`src/sv/cau_pkg.sv`:
```
// ----------------------------------------------------------------------------
// cau_pkg
// Shared types, widths and helpers for the complex arithmetic unit.
// ----------------------------------------------------------------------------
package cau_pkg;

  localparam int FRAC_BITS = 16;
  localparam int WORD_BITS = 32;
  localparam int DATA_W    = 32;
  localparam int SAT_BITS  = (WORD_BITS < DATA_W) ? WORD_BITS : DATA_W;
  localparam int PROD_W    = 2 * DATA_W;
  localparam int ACC_W     = PROD_W + 2;
  localparam int QUO_W     = DATA_W;
  localparam int NUM_W     = PROD_W + FRAC_BITS;
  localparam int REMI_W    = NUM_W - QUO_W;
  localparam int CNT_W     = $clog2(QUO_W + 1);
  localparam int Q_DEPTH   = 2;
  localparam int QPTR_W    = $clog2(Q_DEPTH);
  localparam int QCNT_W    = $clog2(Q_DEPTH + 1);

  localparam logic [1:0] FN_ADD = 2'd0;
  localparam logic [1:0] FN_SUB = 2'd1;
  localparam logic [1:0] FN_MUL = 2'd2;
  localparam logic [1:0] FN_DIV = 2'd3;

  typedef enum logic [2:0] {OP_ADD, OP_SUB, OP_MUL, OP_DIV, OP_DZ} op_t;

  typedef enum logic [1:0] {DV_IDLE, DV_RUN, DV_DONE} div_state_t;

  typedef struct packed {
    op_t                       op;
    logic signed [DATA_W-1:0]  a_re;
    logic signed [DATA_W-1:0]  a_im;
    logic signed [DATA_W-1:0]  b_re;
    logic signed [DATA_W-1:0]  b_im;
  } item_t;

  typedef struct packed {
    logic              ovf;
    logic [DATA_W-1:0] val;
  } sat_t;

  function automatic logic [ACC_W-1:0] abs_acc(input logic signed [ACC_W-1:0] v);
    return v[ACC_W-1] ? ACC_W'(-v) : ACC_W'(v);
  endfunction

  // Clamp a sign-magnitude value to SAT_BITS, result sign-extended to DATA_W.
  function automatic sat_t sat_mag(input logic neg, input logic [ACC_W-1:0] mag,
                                   input logic big);
    logic [ACC_W-1:0] lim;
    logic [ACC_W-1:0] m;
    sat_t             r;
    lim   = ACC_W'(1) << (SAT_BITS - 1);
    r.ovf = 1'b0;
    m     = mag;
    if (neg) begin
      if (big || mag > lim) begin
        m     = lim;
        r.ovf = 1'b1;
      end
      r.val = DATA_W'(ACC_W'(0) - m);
    end else begin
      if (big || mag > lim - ACC_W'(1)) begin
        m     = lim - ACC_W'(1);
        r.ovf = 1'b1;
      end
      r.val = DATA_W'(m);
    end
    return r;
  endfunction

endpackage

```
`src/sv/cau_front.sv`:
```
// ----------------------------------------------------------------------------
// cau_front
// Takes input transfers, decodes the operation and flags zero divisors.
// ----------------------------------------------------------------------------
module cau_front (
  input  logic                         in_valid,
  output logic                         in_stall,
  input  logic [1:0]                   func,
  input  logic signed [cau_pkg::DATA_W-1:0] a_re,
  input  logic signed [cau_pkg::DATA_W-1:0] a_im,
  input  logic signed [cau_pkg::DATA_W-1:0] b_re,
  input  logic signed [cau_pkg::DATA_W-1:0] b_im,
  input  logic                         q_full,
  output logic                         push,
  output cau_pkg::item_t               push_item
);
  import cau_pkg::*;

  assign in_stall = q_full;
  assign push     = in_valid && !q_full;

  always_comb begin
    push_item.a_re = a_re;
    push_item.a_im = a_im;
    push_item.b_re = b_re;
    push_item.b_im = b_im;
    unique case (func)
      FN_ADD:  push_item.op = OP_ADD;
      FN_SUB:  push_item.op = OP_SUB;
      FN_MUL:  push_item.op = OP_MUL;
      FN_DIV:  push_item.op = (b_re == '0 && b_im == '0) ? OP_DZ : OP_DIV;
      default: push_item.op = OP_ADD;
    endcase
  end

endmodule

```
`config.mk`:
```
export PLATFORM = sky130hd
export DESIGN_NAME = cau_front
export DESIGN_NICKNAME = d
export VERILOG_FILES = /design/src/sv/cau_pkg.sv /design/src/sv/cau_front.sv
export SDC_FILE = /design/constraint.sdc
export NUM_CORES = 1
export LEC_CHECK = 0
export BUFFER_PORTS_ARGS = -buffer_cell sky130_fd_sc_hd__buf_2
export CORE_AREA = 2 2 104 106
export DETAILED_ROUTE_END_ITERATION = 12
export DIE_AREA = 0 0 106 108
export GPL_TIMING_DRIVEN = 0
export PLACE_DENSITY_LB_ADDON = 0.25
export SLEW_MARGIN = 20
export SYNTH_ARGS = -nofsm -noshare
export SYNTH_HDL_FRONTEND = slang
export SYNTH_SLANG_ARGS = --single-unit
```
`constraint.sdc`:
```
create_clock -name vclk -period 3.2
set_input_delay 0.48 -clock vclk [all_inputs]
set_output_delay 0.48 -clock vclk [all_outputs]
set_load 0.01 [all_outputs]
```
==> flow_metrics.env <==
export IMPL_post_cts_buffers=0
export IMPL_first_global_vias=1324
export IMPL_postSynthCellCount=158
export IMPL_die_width_um=106
export IMPL_drv_cap=0
export IMPL_critPathLaunchType="primary input"
export IMPL_period_needed_ns=2.387
export IMPL_critPathKind="in2out"
export IMPL_cp_required_ns=2.72
export IMPL_synthMuxAreaShare_pct=0
export IMPL_rsz0062_at_grt="no"
export IMPL_io_buffers=201
export IMPL_ys_seq_area_share_pct=0
export IMPL_synth_top_cells_by_area="buf_4 84%, nor4_1 8.2%, nand4_1 2.2%, nor4_2 1.1%, a21oi_1 0.87%"
export IMPL_viasPerCell=3.206
export IMPL_drc=0
export IMPL_nClkBuffers=0
export IMPL_worst_pin_slew_ns=0.4470
export IMPL_seq_cells=0
export IMPL_wirelength_mm=4.716
export IMPL_netlist_area_mm2=0.001147
export IMPL_regArea_um2=0
export IMPL_grt_ovfl_total=0
export IMPL_gp_congestion=0.7859
export IMPL_grt_pass1_wl_mm=6.023
export IMPL_via_count=1587
export IMPL_cts_hold_buffers=0
export IMPL_fp_dieArea_mm2=0.01145
export IMPL_worstPathMaxFanout=3
export IMPL_synth_warnings=0
export IMPL_antenna_found_initial=0
export IMPL_synth_cell_types=10
export IMPL_syn_nets=290
export IMPL_vdd_ir_drop_worst_v=0.00004703
export IMPL_synthAdderAreaFrac_pct=0
export IMPL_track_usage_pct=6.515
export IMPL_post_synth_cell_area_avg_um2=7.262
export IMPL_coreArea_mm2=0.01023
export IMPL_initial_core_util_pct=11.21
export IMPL_fin_nets=493
export IMPL_slew_headroom_pct=69.92
export IMPL_arrival_ns=1.91
export IMPL_drt_initial_drc_count=21
export IMPL_syn_to_final_growth_pct=102.5
export IMPL_grt_max_degree=4
export IMPL_outcome="finished clean"
export IMPL_fin_cells=495
export IMPL_drt_first_pass_iters=4
export IMPL_synth_xor_area_share_pct=0
export IMPL_powerDensity_mw_per_mm2=131.7
export IMPL_setup_tns_ns=0
export IMPL_finalSetupViolations=0
export IMPL_yosysTopAreaCell="buf_4"
export IMPL_ctsResizeCount=0
export IMPL_num_antenna_cells=0
export IMPL_drtAntennaViolNets=0
export IMPL_synthSimpleGateAreaFrac_pct=14.07
export IMPL_p_leak_nw=1.448
export IMPL_cp_end_kind="output pin"
export IMPL_io_pins=265
export IMPL_dp_hpwl_mm=4.616
export IMPL_synth_top_area_share_pct=84.41
export IMPL_nFillCells=1132
export IMPL_finalHoldViolations=0
export IMPL_wire_per_inst_um=9.527
export IMPL_synth_compound_area_share_pct=0.8724
export IMPL_maxSlewViolCount=0
export IMPL_dp_cells=495
export IMPL_hold_class="in2out"
export IMPL_synth_top_family_by_area="buffers and inverters"
export IMPL_final_layout_size_suffix_gt1_share_pct=92.48
export IMPL_die_h_um=108
export IMPL_fmax_mhz=418.9
export IMPL_rows=37
export IMPL_fin_crit_sh_pct=74.59
where the power goes:
group | switching [mW] | internal [mW]
clock network | 0 | 0
logic | 0.120 | 0.186
registers | 0 | 0
worst paths after layout:
| kind | start | to | slack (ns) | cells after the start |
|---|---|---|---|---|
| worst max-delay path | b_im[20] | push_item[130] | 0.81 | 6 |
| worst min-delay path | a_re[19] | push_item[115] | 1.14 | 2 |
stage by stage:
| step | utilization [%] | power [mW] | setup WS (ns) | hold WS, ns | cell area, um2 |
|---|---|---|---|---|---|
| floorplan | - | 0.1728 | 1.425 | 1.006 | 1147 |
| global placement | 22.71 | 0.3102 | 0.7928 | 1.145 | 2323 |
| detailed placement | 22.71 | 0.3102 | 0.7558 | 1.144 | 2323 |
| CTS | 22.71 | 0.3111 | 0.7543 | 1.144 | 2323 |
| global route | 22.71 | 0.3299 | 0.6898 | 1.146 | 2323 |
| finish | 22.71 | 0.3059 | 0.8130 | 1.143 | 2323 |
critical path, stage by stage:
cell and delay [ns]:
buf_2 0.12, nor4_1 0.44, nand4_1 0.22, nor3_2 0.33
and3_1 0.20, buf_2 0.13
final cells by class:
type / instances / area, um2 / area share, %
plain buffers: 129 / 968.4 / 41.68
repair buffers: 201 / 1006 / 43.30
inverters: 2 / 7.507 / 0.3231
multi-input cells: 27 / 171.4 / 7.377
well taps: 136 / 170.2 / 7.324
placed cells by master (no fill, tap or decap), drive strengths merged:
cell and count:
inv 2, nor3 1, nor2b 1, buf 330, a21oi 2, nor4 16, nand4 4, nor2 2
and3 1
logic make-up (layout without fill, tap and decap cells):
| kind of cell | Yosys count | after routing |
|---|---|---|
| and+or+nand+nor | 25 | 25 |
| buffers and inverters | 131 | 332 |
| AOI/OAI and AO/OA | 2 | 2 |
per-layer routing:
metal | routed length, um | vias to the layer above | track usage (%) | share of wire [%]
met3 | 593 | 0 | 0.7233 | 13
met4 | 0 | 0 | 0 | 0
li1 | - | 796 | - | -
met2 | 2737 | 143 | 15.16 | 58
met5 | 0 | - | 0 | 0
met1 | 1385 | 648 | 6.241 | 29
synth_stat cells:
library cell  count
nand4_1           4
nor2b_1           1
nor4_1           15
buf_4           129
a21oi_1           2
and3_1            1
nor4_2            1
nor3_2            1
nor2_1            2
inv_1             2
No activity file was read; power rests on OpenSTA's default activity.
