===== src/sv/cau_pkg.sv =====
// ----------------------------------------------------------------------------
// cau_pkg
// Shared types, widths and helpers for the complex arithmetic unit.
// ----------------------------------------------------------------------------
package cau_pkg;

  localparam int FRAC_BITS = 16;
  localparam int WORD_BITS = 32;
  localparam int DATA_W    = 32;
  localparam int SAT_BITS  = (WORD_BITS < DATA_W) ? WORD_BITS : DATA_W;
  localparam int PROD_W    = 2 * DATA_W;
  localparam int ACC_W     = PROD_W + 2;
  localparam int QUO_W     = DATA_W;
  localparam int NUM_W     = PROD_W + FRAC_BITS;
  localparam int REMI_W    = NUM_W - QUO_W;
  localparam int CNT_W     = $clog2(QUO_W + 1);
  localparam int Q_DEPTH   = 2;
  localparam int QPTR_W    = $clog2(Q_DEPTH);
  localparam int QCNT_W    = $clog2(Q_DEPTH + 1);

  localparam logic [1:0] FN_ADD = 2'd0;
  localparam logic [1:0] FN_SUB = 2'd1;
  localparam logic [1:0] FN_MUL = 2'd2;
  localparam logic [1:0] FN_DIV = 2'd3;

  typedef enum logic [2:0] {OP_ADD, OP_SUB, OP_MUL, OP_DIV, OP_DZ} op_t;

  typedef enum logic [1:0] {DV_IDLE, DV_RUN, DV_DONE} div_state_t;

  typedef struct packed {
    op_t                       op;
    logic signed [DATA_W-1:0]  a_re;
    logic signed [DATA_W-1:0]  a_im;
    logic signed [DATA_W-1:0]  b_re;
    logic signed [DATA_W-1:0]  b_im;
  } item_t;

  typedef struct packed {
    logic              ovf;
    logic [DATA_W-1:0] val;
  } sat_t;

  function automatic logic [ACC_W-1:0] abs_acc(input logic signed [ACC_W-1:0] v);
    return v[ACC_W-1] ? ACC_W'(-v) : ACC_W'(v);
  endfunction

  // Clamp a sign-magnitude value to SAT_BITS, result sign-extended to DATA_W.
  function automatic sat_t sat_mag(input logic neg, input logic [ACC_W-1:0] mag,
                                   input logic big);
    logic [ACC_W-1:0] lim;
    logic [ACC_W-1:0] m;
    sat_t             r;
    lim   = ACC_W'(1) << (SAT_BITS - 1);
    r.ovf = 1'b0;
    m     = mag;
    if (neg) begin
      if (big || mag > lim) begin
        m     = lim;
        r.ovf = 1'b1;
      end
      r.val = DATA_W'(ACC_W'(0) - m);
    end else begin
      if (big || mag > lim - ACC_W'(1)) begin
        m     = lim - ACC_W'(1);
        r.ovf = 1'b1;
      end
      r.val = DATA_W'(m);
    end
    return r;
  endfunction

endpackage


===== src/sv/cau_queue.sv =====
// ----------------------------------------------------------------------------
// cau_queue
// Small FIFO decoupling the decode side from the arithmetic side.
// ----------------------------------------------------------------------------
module cau_queue (
  input  logic           clk,
  input  logic           rst,
  input  logic           push,
  input  cau_pkg::item_t push_item,
  output logic           full,
  input  logic           pop,
  output logic           valid,
  output cau_pkg::item_t head
);
  import cau_pkg::*;

  item_t             entry [Q_DEPTH];
  logic [QPTR_W-1:0] wr_ptr;
  logic [QPTR_W-1:0] rd_ptr;
  logic [QCNT_W-1:0] count;

  assign full  = (count == QCNT_W'(Q_DEPTH));
  assign valid = (count != '0);
  assign head  = entry[rd_ptr];

  always_ff @(posedge clk) begin
    if (push) begin
      entry[wr_ptr] <= push_item;
    end
  end

  always_ff @(posedge clk) begin
    if (rst) begin
      wr_ptr <= '0;
      rd_ptr <= '0;
      count  <= '0;
    end else begin
      if (push) begin
        wr_ptr <= wr_ptr + QPTR_W'(1);
      end
      if (pop) begin
        rd_ptr <= rd_ptr + QPTR_W'(1);
      end
      if (push && !pop) begin
        count <= count + QCNT_W'(1);
      end else if (pop && !push) begin
        count <= count - QCNT_W'(1);
      end
    end
  end

endmodule


===== config.mk =====
export PLATFORM = sky130hd
export DESIGN_NAME = cau_queue
export DESIGN_NICKNAME = d
export VERILOG_FILES = /design/src/sv/cau_pkg.sv /design/src/sv/cau_queue.sv
export SDC_FILE = /design/constraint.sdc
export NUM_CORES = 1
export LEC_CHECK = 0
export BUFFER_PORTS_ARGS = -buffer_cell sky130_fd_sc_hd__buf_2
export CAP_MARGIN = 20
export CORE_AREA = 2 2 150 152
export CTS_CLUSTER_DIAMETER = 120
export DETAILED_ROUTE_END_ITERATION = 8
export DIE_AREA = 0 0 152 154
export MAX_ROUTING_LAYER = met4
export PLACE_DENSITY_LB_ADDON = 0.3
export SKIP_LAST_GASP = 1
export SYNTH_ARGS = -nofsm -noshare
export SYNTH_HDL_FRONTEND = slang
export SYNTH_SLANG_ARGS = --single-unit

===== constraint.sdc =====
create_clock -name clk -period 7 [get_ports clk]
set_input_delay 1.05 -clock clk [delete_from_list [all_inputs] [get_ports clk]]
set_output_delay 1.05 -clock clk [all_outputs]
set_load 0.01 [all_outputs]

==> results of run 1 <==
[final cells by class]
class	count	share of cell area, %
Antenna cell	4	0.0797
Clock buffer	39	6.23
Clock inverter	13	1.15
Inverter	1	0.0299
Multi-Input combinational cell	147	15.3
Sequential cell	267	63.4
Tap cell	280	2.79
Timing Repair Buffer	272	10.9
[power groups by stage]
stage / Combinational [mW] / Clock, mW / Sequential (mW)
final: 0.406 / 1.46 / 1.91
after global routing: 0.437 / 1.55 / 1.92
after CTS: 0.413 / 1.49 / 1.91
after detailed placement: 0.411 / 0 / 1.94
after global placement: 0.401 / 0 / 1.94
after floorplan: 0.266 / 0 / 1.93
[tightest hold or removal path: stages (launching register included)]
cell and delay [ns]:
dfxtp_1 0.33, o21ai_0 0.08, a21oi_1 0.06
[registers in the layout, summed over array words and instances, names as in the netlist, named ones only]
name    count
rd_ptr      1
count       2
entry     262
wr_ptr      1
[cells in the mapped netlist]
| cell | number |
|---|---|
| xnor2_1 | 2 |
| mux2_4 | 90 |
| xor2_1 | 2 |
| edfxtp_1 | 262 |
| dfxtp_1 | 5 |
| or3_1 | 1 |
| or2_2 | 1 |
| o21ai_0 | 1 |
| ha_1 | 1 |
| mux2_2 | 41 |
| nor2b_1 | 2 |
| inv_1 | 1 |
| a21oi_1 | 1 |
| nor2_1 | 4 |
| and2_1 | 1 |
| buf_6 | 10 |
| buf_8 | 1 |
| buf_2 | 4 |
[path summary, 6_finish.rpt]
check / from / slack, ns / endpoint / cells past startpoint
worst max-delay path: flop / 3.05 / head[117] / 3
worst min-delay path: count[1] / 0.51 / count[1] / 2
worst max register to register: wr_ptr / 4.56 / entry[1][72] / 2
worst min register to register: count[1] / 0.51 / count[1] / 2
[kinds of logic (layout without fill, tap and decap cells)]
kind of cell,count (synthesis),after routing,share of synthesized area (%)
AOI/OAI and AO/OA,2,2,0.0996
adders and majority gates,1,1,0.125
muxes,131,131,18.1
other,0,4,0
xor gates and xnor gates,4,4,0.349
DFF,267,267,79.4
buffers and inverters,16,325,1.51
and+or+nand+nor,9,9,0.461
[per-layer routing]
| layer | global-route usage [%] | share of wire [%] | vias to the layer above |
|---|---|---|---|
| li1 | - | - | 2294 |
| met1 | 20.2 | 42 | 2440 |
| met2 | 25.0 | 47 | 237 |
| met3 | 4.93 | 9.2 | 29 |
| met4 | 4.54 | 1.7 | 0 |
| met5 | - | 0 | - |
[per-stage QoR]
step           std cells  power, mW  hold WS (ns)
3_3_place_gp         967       2.34         0.473
2_1_floorplan        430       2.19         0.456
3_5_place_dp         967       2.35         0.504
4_1_cts             1019       3.82         0.512
6_report            1023       3.77         0.513
5_1_grt             1022       3.90         0.544
==> impl_metrics.ini, run 1 <==
[logic_synthesis]
avgSynthCellArea_um2 = 23.3
syn_nets = 566
ys_ff_latch = 267
synthDistinctLibCells = 18
synth_warnings = 0
yosys-top-cells-area = edfxtp_1 78%, mux2_4 13%, mux2_2 4.6%, buf_6 1.1%, dfxtp_1 1.0%
synthCells = 430
synth_top_cell_by_area = edfxtp_1
synth_top_cell_area_share_pct = 78.4
synth_area_um2 = 10000
synth-seq-area-share_pct = 79.4

[cts]
cts_setup_buffers = 0
clk_latency_ns = 0.52
cts_resized = 0
ctsHoldBuffers = 0
cts.clk_slew.worst_paths_ns = 0.06
htree_num_levels = 1
clockBufferDepth = 3
cts.sinks = 267
root_buffer = clkbuf_16
cts_buffers = 28
cts_tree = yes

[routing]
wl_per_cell_um = 18.2
wl_um = 18600
ant_nets = 0
route.detailed.drc = 0
viasPerCell = 4.89
dr.pass1.iters = 4
dr_total_vias = 5000
drt-initial-drc-count = 265

[die]
die_w_um = 152
rows = 54
start_util_pct = 46.3
die_height_um = 154
dieArea_um2 = 23400
io_pins = 268
core_area_um2 = 21700

[cells_and_area]
fillers = 1636
register_area_um2 = 7970
nets = 853
final_common_cell = buf_2
post-route-util_pct = 57.9
drive_gt1_share_pct = 60.8
multiInputGateArea_um2 = 1930
syn_to_final_growth_pct = 25.2
final_area_um2 = 12600
final_cell_mix = 267 x buf_2, 262 x edfxtp_1, 90 x mux2_4, 41 x mux2_2, 29 x clkbuf_16

[timing]
hold_viol_final = 0
fin_crit_ns = 3.95
period_share_pct = 56.4
fmax_mhz = 253
fin_ws_ns = 3.05
rsz0062_at_grt = no
finalSetupTns_ns = 0
finalSetupViolations = 0
worstMarginPinSlew_ns = 1.02
maxSlewViolCount = 0
relSlewSlack_pct = 32.3
finClkSkew_ns = 0.00503

[critical_path]
worstSetupPathType = flop to output port
cp_data_required_time_ns = 5.95
worst-path-buf-inv = 2
critPathSlowestCell = dfxtp_4
crit_family = buffers and inverters
crit_fanout = 57
max_stage_delay_ns = 0.94
path_cells = buf_4 > mux2_2 > buf_2
crit_path_start_kind = flop
worstPathArrival_ns = 2.90
crit_path_end_kind = output port

[pwr]
power_leakage_nw = 4.92
p_switching_uw = 804
p_per_area_nw_per_um2 = 300
p_clk_share_pct = 38.6
ir_worst_vdd_mv = 0.269
sw_frac_of_total_pct = 21.3
pwr-share-comb_pct = 10.8
p_seq_share_pct = 50.6
p_int_mw = 2.97

[global_routing]
grt.overflow.total = 0
grt_max_degree = 76
antenna_found_initial = 3
grt_use_total_pct = 15.9
grt_pass1_wl_um = 28300
grt_pass1_vias = 5286

[run]
max-cap-violations = 0

[placed_design]
placed_area_um2 = 11600
hpwlAfterDp_um = 12400
portBuffers = 267
gp_congestion = 0.776
place_ws_ns = 3.52

[status]
status = finished clean

[min_path]
min_path_type = flop to flop
Power figures use the tool's default switching activity.
==> run 2: changes to the inputs <==
==> constraint.sdc (replaced) <==
create_clock -name clk -period 3.5 [get_ports clk]
set_input_delay 0.525 -clock clk [delete_from_list [all_inputs] [get_ports clk]]
set_output_delay 0.525 -clock clk [all_outputs]
set_load 0.01 [all_outputs]
==> run 2 against run 1 <==
Clock power rose by 100%. Highest routed layer unchanged. Die area did not move. Flip-flop and latch count did not move. Wire length rose by 1.3%. Largest power group unchanged. Clock skew rose by 0.0020 ns. Via count fell by 0.18%. Count of clock-buffer cells in the layout fell by 7. Final cell count rose by 0.20%. Critical path type unchanged. Global-route usage rose by 0.15 points.
==> impl_metrics.ini, run 2 (synthesis gave the netlist of run 1 again) <==
[status]
status = finished clean

[pwr]
p_int_mw = 5.96
p_clk_share_pct = 39.0
ir_worst_vdd_mv = 0.430
p_switching_mw = 1.63
power_leakage_nw = 4.95
p_seq_share_pct = 50.0
p_per_area_nw_per_um2 = 600
finalPower_mw = 7.60
pwr-share-comb_pct = 11.0
sw_frac_of_total_pct = 21.5

[critical_path]
r2r_setup_slack_ns = 1.55
max_stage_delay_ns = 0.70
rr_worst_depth = 2
worstPathArrival_ns = 2.21
path_cells = buf_4 > mux2_2 > buf_2
crit_path_start_kind = flop
cp_data_required_time_ns = 2.97
worstSetupPathType = flop to output port
worst-path-buf-inv = 2
r2r-start = wr_ptr
critPathSlowestCell = dfxtp_4
crit_family = flip-flops
crit_fanout = 29
r2r-end = entry[1][18]
crit_path_end_kind = output port

[timing]
finalSetupViolations = 0
hold_viol_final = 0
hold_slack_ns = 0.191
maxSlewViolCount = 0
worstMarginPinSlew_ns = 0.815
finClkSkew_ns = 0.00707
finalSetupTns_ns = 0
fin_ws_ns = 0.761
rsz0062_at_grt = no
fin_crit_ns = 2.74
fmax_mhz = 365
relSlewSlack_pct = 45.7
period_share_pct = 78.2

[cells_and_area]
register_area_um2 = 7970
drive_gt1_share_pct = 61.2
final_common_cell = buf_2
multiInputGateArea_um2 = 1930
syn_to_final_growth_pct = 26.0
top_regs = entry (262), count (2)
fillers = 1634
post-route-util_pct = 58.3
nets = 856
final_cell_mix = 267 x buf_2, 262 x edfxtp_1, 90 x mux2_4, 41 x mux2_2, 29 x clkbuf_16
top_register = entry
instances_no_fill = 1025
final_area_um2 = 12600
largest_register_ffs = 262

[routing]
dr_total_vias = 4991
ant_nets = 0
wl_um = 18900
drt-initial-drc-count = 264
wl_per_cell_um = 18.4
viasPerCell = 4.87
route.detailed.drc = 0
dr.pass1.iters = 4

[cts]
cts.sinks = 267
clockBufferDepth = 3
ctsHoldBuffers = 0
cts_resized = 0
cts_tree = yes
cts_buffers = 28
htree_num_levels = 1
cts.clk_slew.worst_paths_ns = 0.06
cts_setup_buffers = 0
root_buffer = clkbuf_16
clk_latency_ns = 0.52

[die]
dieArea_um2 = 23400
rows = 54
start_util_pct = 46.3
die_w_um = 152
core_area_um2 = 21700
io_pins = 268
die_height_um = 154

[global_routing]
grt_pass1_vias = 5278
grt_pass1_wl_um = 28900
grt.overflow.total = 0
antenna_found_initial = 6
grt_use_total_pct = 16.1
grt_max_degree = 108

[placed_design]
hpwlAfterDp_um = 12600
portBuffers = 267
gp_congestion = 0.738
placed_area_um2 = 11700
placedCellCount = 970
place_ws_ns = 1.25

[min_path]
min_from = push_item[72]
holdPathStages = 1
hold-path-endpoint = entry[0][72]
min_path_type = input pin to flop

[run]
max-cap-violations = 0
[run 2: cell count changes in the layout (fill, tap and decap cells not counted), moves of 2 or more]
cell      previous run  this run
clkinv_2             6         4
clkinv_1             2         4
clkbuf_1             8         3
clkinv_4             0         2
diode_2              4         6
buf_12               0         4
clkbuf_8             2         0
[run 2: layer usage]
layer	global-route usage, %	wire [um]
met5	-	0
met4	4.14	303
met3	4.88	1660
met2	25.5	9220
met1	20.4	7710
[run 2: worst max-delay path by stage]
stage	slack, ns	cells after the start	start	end
2_1_floorplan	0.57	1	push	entry[0][0]
5_1_grt	0.63	3	flop	head[10]
4_1_cts	0.68	3	flop	head[18]
3_3_place_gp	1.31	3	flop	head[10]
3_5_place_dp	1.25	3	flop	head[18]
6_report	0.76	3	flop	head[18]
[run 2: final cells by class]
class                           instances  area share [%]
Sequential cell                       267            63.0
Inverter                                1          0.0297
Clock inverter                         17            1.57
Antenna cell                            6           0.119
Tap cell                              280            2.77
Clock buffer                           32            5.83
Multi-Input combinational cell        147            15.2
Timing Repair Buffer                  275            11.4
[run 2: worst reg2reg max path: cells and delay by family, from the launching register on]
family | cells | cell delay [ns]
AND/OR/NAND/NOR | 1 | 0.70
buffers and inverters | 1 | 0.49
flip-flops | 1 | 0.42
[run 2: power by group through the flow]
stage                     Sequential, mW  Combinational [mW]  Clock (mW)
after floorplan                     3.84               0.534           0
after global placement              3.86               0.827           0
after detailed placement            3.87               0.850           0
after CTS                           3.80               0.853        3.04
after global routing                3.82               0.898        3.16
final                               3.80               0.836        2.96
==> run 3: changes to the inputs <==
--- a/config.mk
+++ b/config.mk
@@ -7,10 +7,10 @@
 export LEC_CHECK = 0
 export BUFFER_PORTS_ARGS = -buffer_cell sky130_fd_sc_hd__buf_2
 export CAP_MARGIN = 20
-export CORE_AREA = 2 2 150 152
+export CORE_AREA = 2 2 142 144
 export CTS_CLUSTER_DIAMETER = 120
 export DETAILED_ROUTE_END_ITERATION = 8
-export DIE_AREA = 0 0 152 154
+export DIE_AREA = 0 0 144 146
 export MAX_ROUTING_LAYER = met4
 export PLACE_DENSITY_LB_ADDON = 0.3
 export SKIP_LAST_GASP = 1
==> constraint.sdc (replaced) <==
create_clock -name clk -period 2.7 [get_ports clk]
set_input_delay 0.405 -clock clk [delete_from_list [all_inputs] [get_ports clk]]
set_output_delay 0.405 -clock clk [all_outputs]
set_load 0.01 [all_outputs]
==> run 3 against run 2 <==
Final cell count shrank 2.0%. Critical path type unchanged. Largest cell class unchanged. Count of clock-buffer cells in the layout grew 9. Worst setup slack lost 0.45 ns. Core utilization grew 6.5 points. Clock skew is essentially flat. Combinational power grew 32%.
==> impl_metrics.ini, run 3 (synthesis gave the netlist of run 1 again) <==
[cells_and_area]
register_area_um2 = 7970
largest_register_ffs = 262
top_register = entry
nets = 856
final_common_cell = buf_2
multiInputGateArea_um2 = 1930
top_regs = entry (262), count (2)
fillers = 1352
instances_no_fill = 1004
final_cell_mix = 267 x buf_2, 262 x edfxtp_1, 90 x mux2_4, 41 x mux2_2, 27 x clkbuf_16
drive_gt1_share_pct = 60.4
syn_to_final_growth_pct = 25.0

[routing]
viasPerCell = 4.97
wl_per_cell_um = 18.5
dr.pass1.iters = 4
wl_um = 18600
ant_nets = 0
route.detailed.drc = 0
dr_total_vias = 4986
drt-initial-drc-count = 197

[placed_design]
portBuffers = 267
placedCellCount = 956
gp_congestion = 0.771
hpwlAfterDp_um = 12600

[timing]
maxSlewViolCount = 0
relSlewSlack_pct = 56.5
finalSetupViolations = 0
hold_viol_final = 0
worstMarginPinSlew_ns = 0.652
rsz0062_at_grt = no
fmax_mhz = 419
fin_crit_ns = 2.39
period_share_pct = 88.3
finClkSkew_ns = 0.00666
hold_slack_ns = 0.0786

[cts]
clockBufferDepth = 3
cts.clk_slew.worst_paths_ns = 0.06
root_buffer = clkbuf_16
ctsHoldBuffers = 0
cts_tree = yes
cts_resized = 0
clk_latency_ns = 0.51
cts.sinks = 267
cts_buffers = 27
cts_setup_buffers = 0
htree_num_levels = 1

[pwr]
p_clk_share_pct = 36.7
p_int_mw = 7.48
power_leakage_nw = 4.90
ir_worst_vdd_mv = 0.604
p_switching_mw = 2.02
p_per_area_nw_per_um2 = 758
p_seq_share_pct = 51.8
pwr-share-comb_pct = 11.5
sw_frac_of_total_pct = 21.2

[status]
status = finished clean

[die]
die_w_um = 144
die_height_um = 146
dieArea_um2 = 21000
io_pins = 268
start_util_pct = 51.9
core_area_um2 = 19300
rows = 51

[global_routing]
antenna_found_initial = 2
grt_max_degree = 84
grt_pass1_vias = 5219
grt.overflow.total = 0
grt_use_total_pct = 17.4
grt_pass1_wl_um = 27300

[critical_path]
worstPathArrival_ns = 1.98
worstSetupPathType = flop to output port
cp_data_required_time_ns = 2.30
crit_path_start_kind = flop
crit_path_end_kind = output port
crit_fanout = 41

[run]
max-cap-violations = 0

[min_path]
min_path_type = input pin to flop
-- run 3: cell type report --
type                    instances  share of cell area, %
flip-flops and latches        267                   63.6
multi-input cells             147                   15.4
repair buffers                276                   11.8
clock buffers                  41                   5.97
well taps                     265                   2.64
clock inverters                 5                  0.618
diodes                          2                 0.0399
inverters                       1                 0.0299
-- run 3: worst max-delay path, stage by stage, from the launching register on --
cell and delay [ns]:
dfxtp_4 0.58, buf_12 0.30, mux2_2 0.38, buf_2 0.14
-- run 3: stage by stage --
stage	setup slack [ns]	util [%]	setup TNS (ns)	total power, mW	area [um2]
detailed placement	0.845	60.6	0	6.12	11700
CTS	0.284	64.8	0	9.62	12500
global route	0.226	64.9	0	9.85	12500
finish	0.315	64.9	0	9.50	12500
floorplan	-0.106	-	-13.88	5.67	10000
global placement	0.862	60.6	0	6.08	11700
-- run 3: power by group through the flow --
| stage | sequential, mW | clock, mW | combinational (mW) |
|---|---|---|---|
| after floorplan | 4.98 | 0 | 0.692 |
| after global placement | 5.00 | 0 | 1.08 |
| after detailed placement | 5.01 | 0 | 1.11 |
| after CTS | 4.93 | 3.58 | 1.11 |
| after global routing | 4.94 | 3.73 | 1.18 |
| final | 4.92 | 3.49 | 1.10 |
-- run 3: path summary, 6_finish.rpt --
| check | cells past startpoint | from | endpoint | slack, ns |
|---|---|---|---|---|
| setup / recovery | 3 | flop | head[19] | 0.31 |
| hold / removal | 1 | push_item[29] | entry[1][29] | 0.08 |
| setup reg to reg | 2 | wr_ptr | entry[1][64] | 1.01 |
| hold reg to reg | 2 | count[1] | count[1] | 0.51 |
-- run 3: routing by layer --
layer	wire, um	GRT usage, %	vias to the layer above	share of wire (%)
li1	-	-	2290	-
met1	7160	20.8	2419	39
met2	9180	29.0	235	49
met3	1730	4.84	42	9.3
met4	478	5.15	0	2.6
met5	0	-	-	0
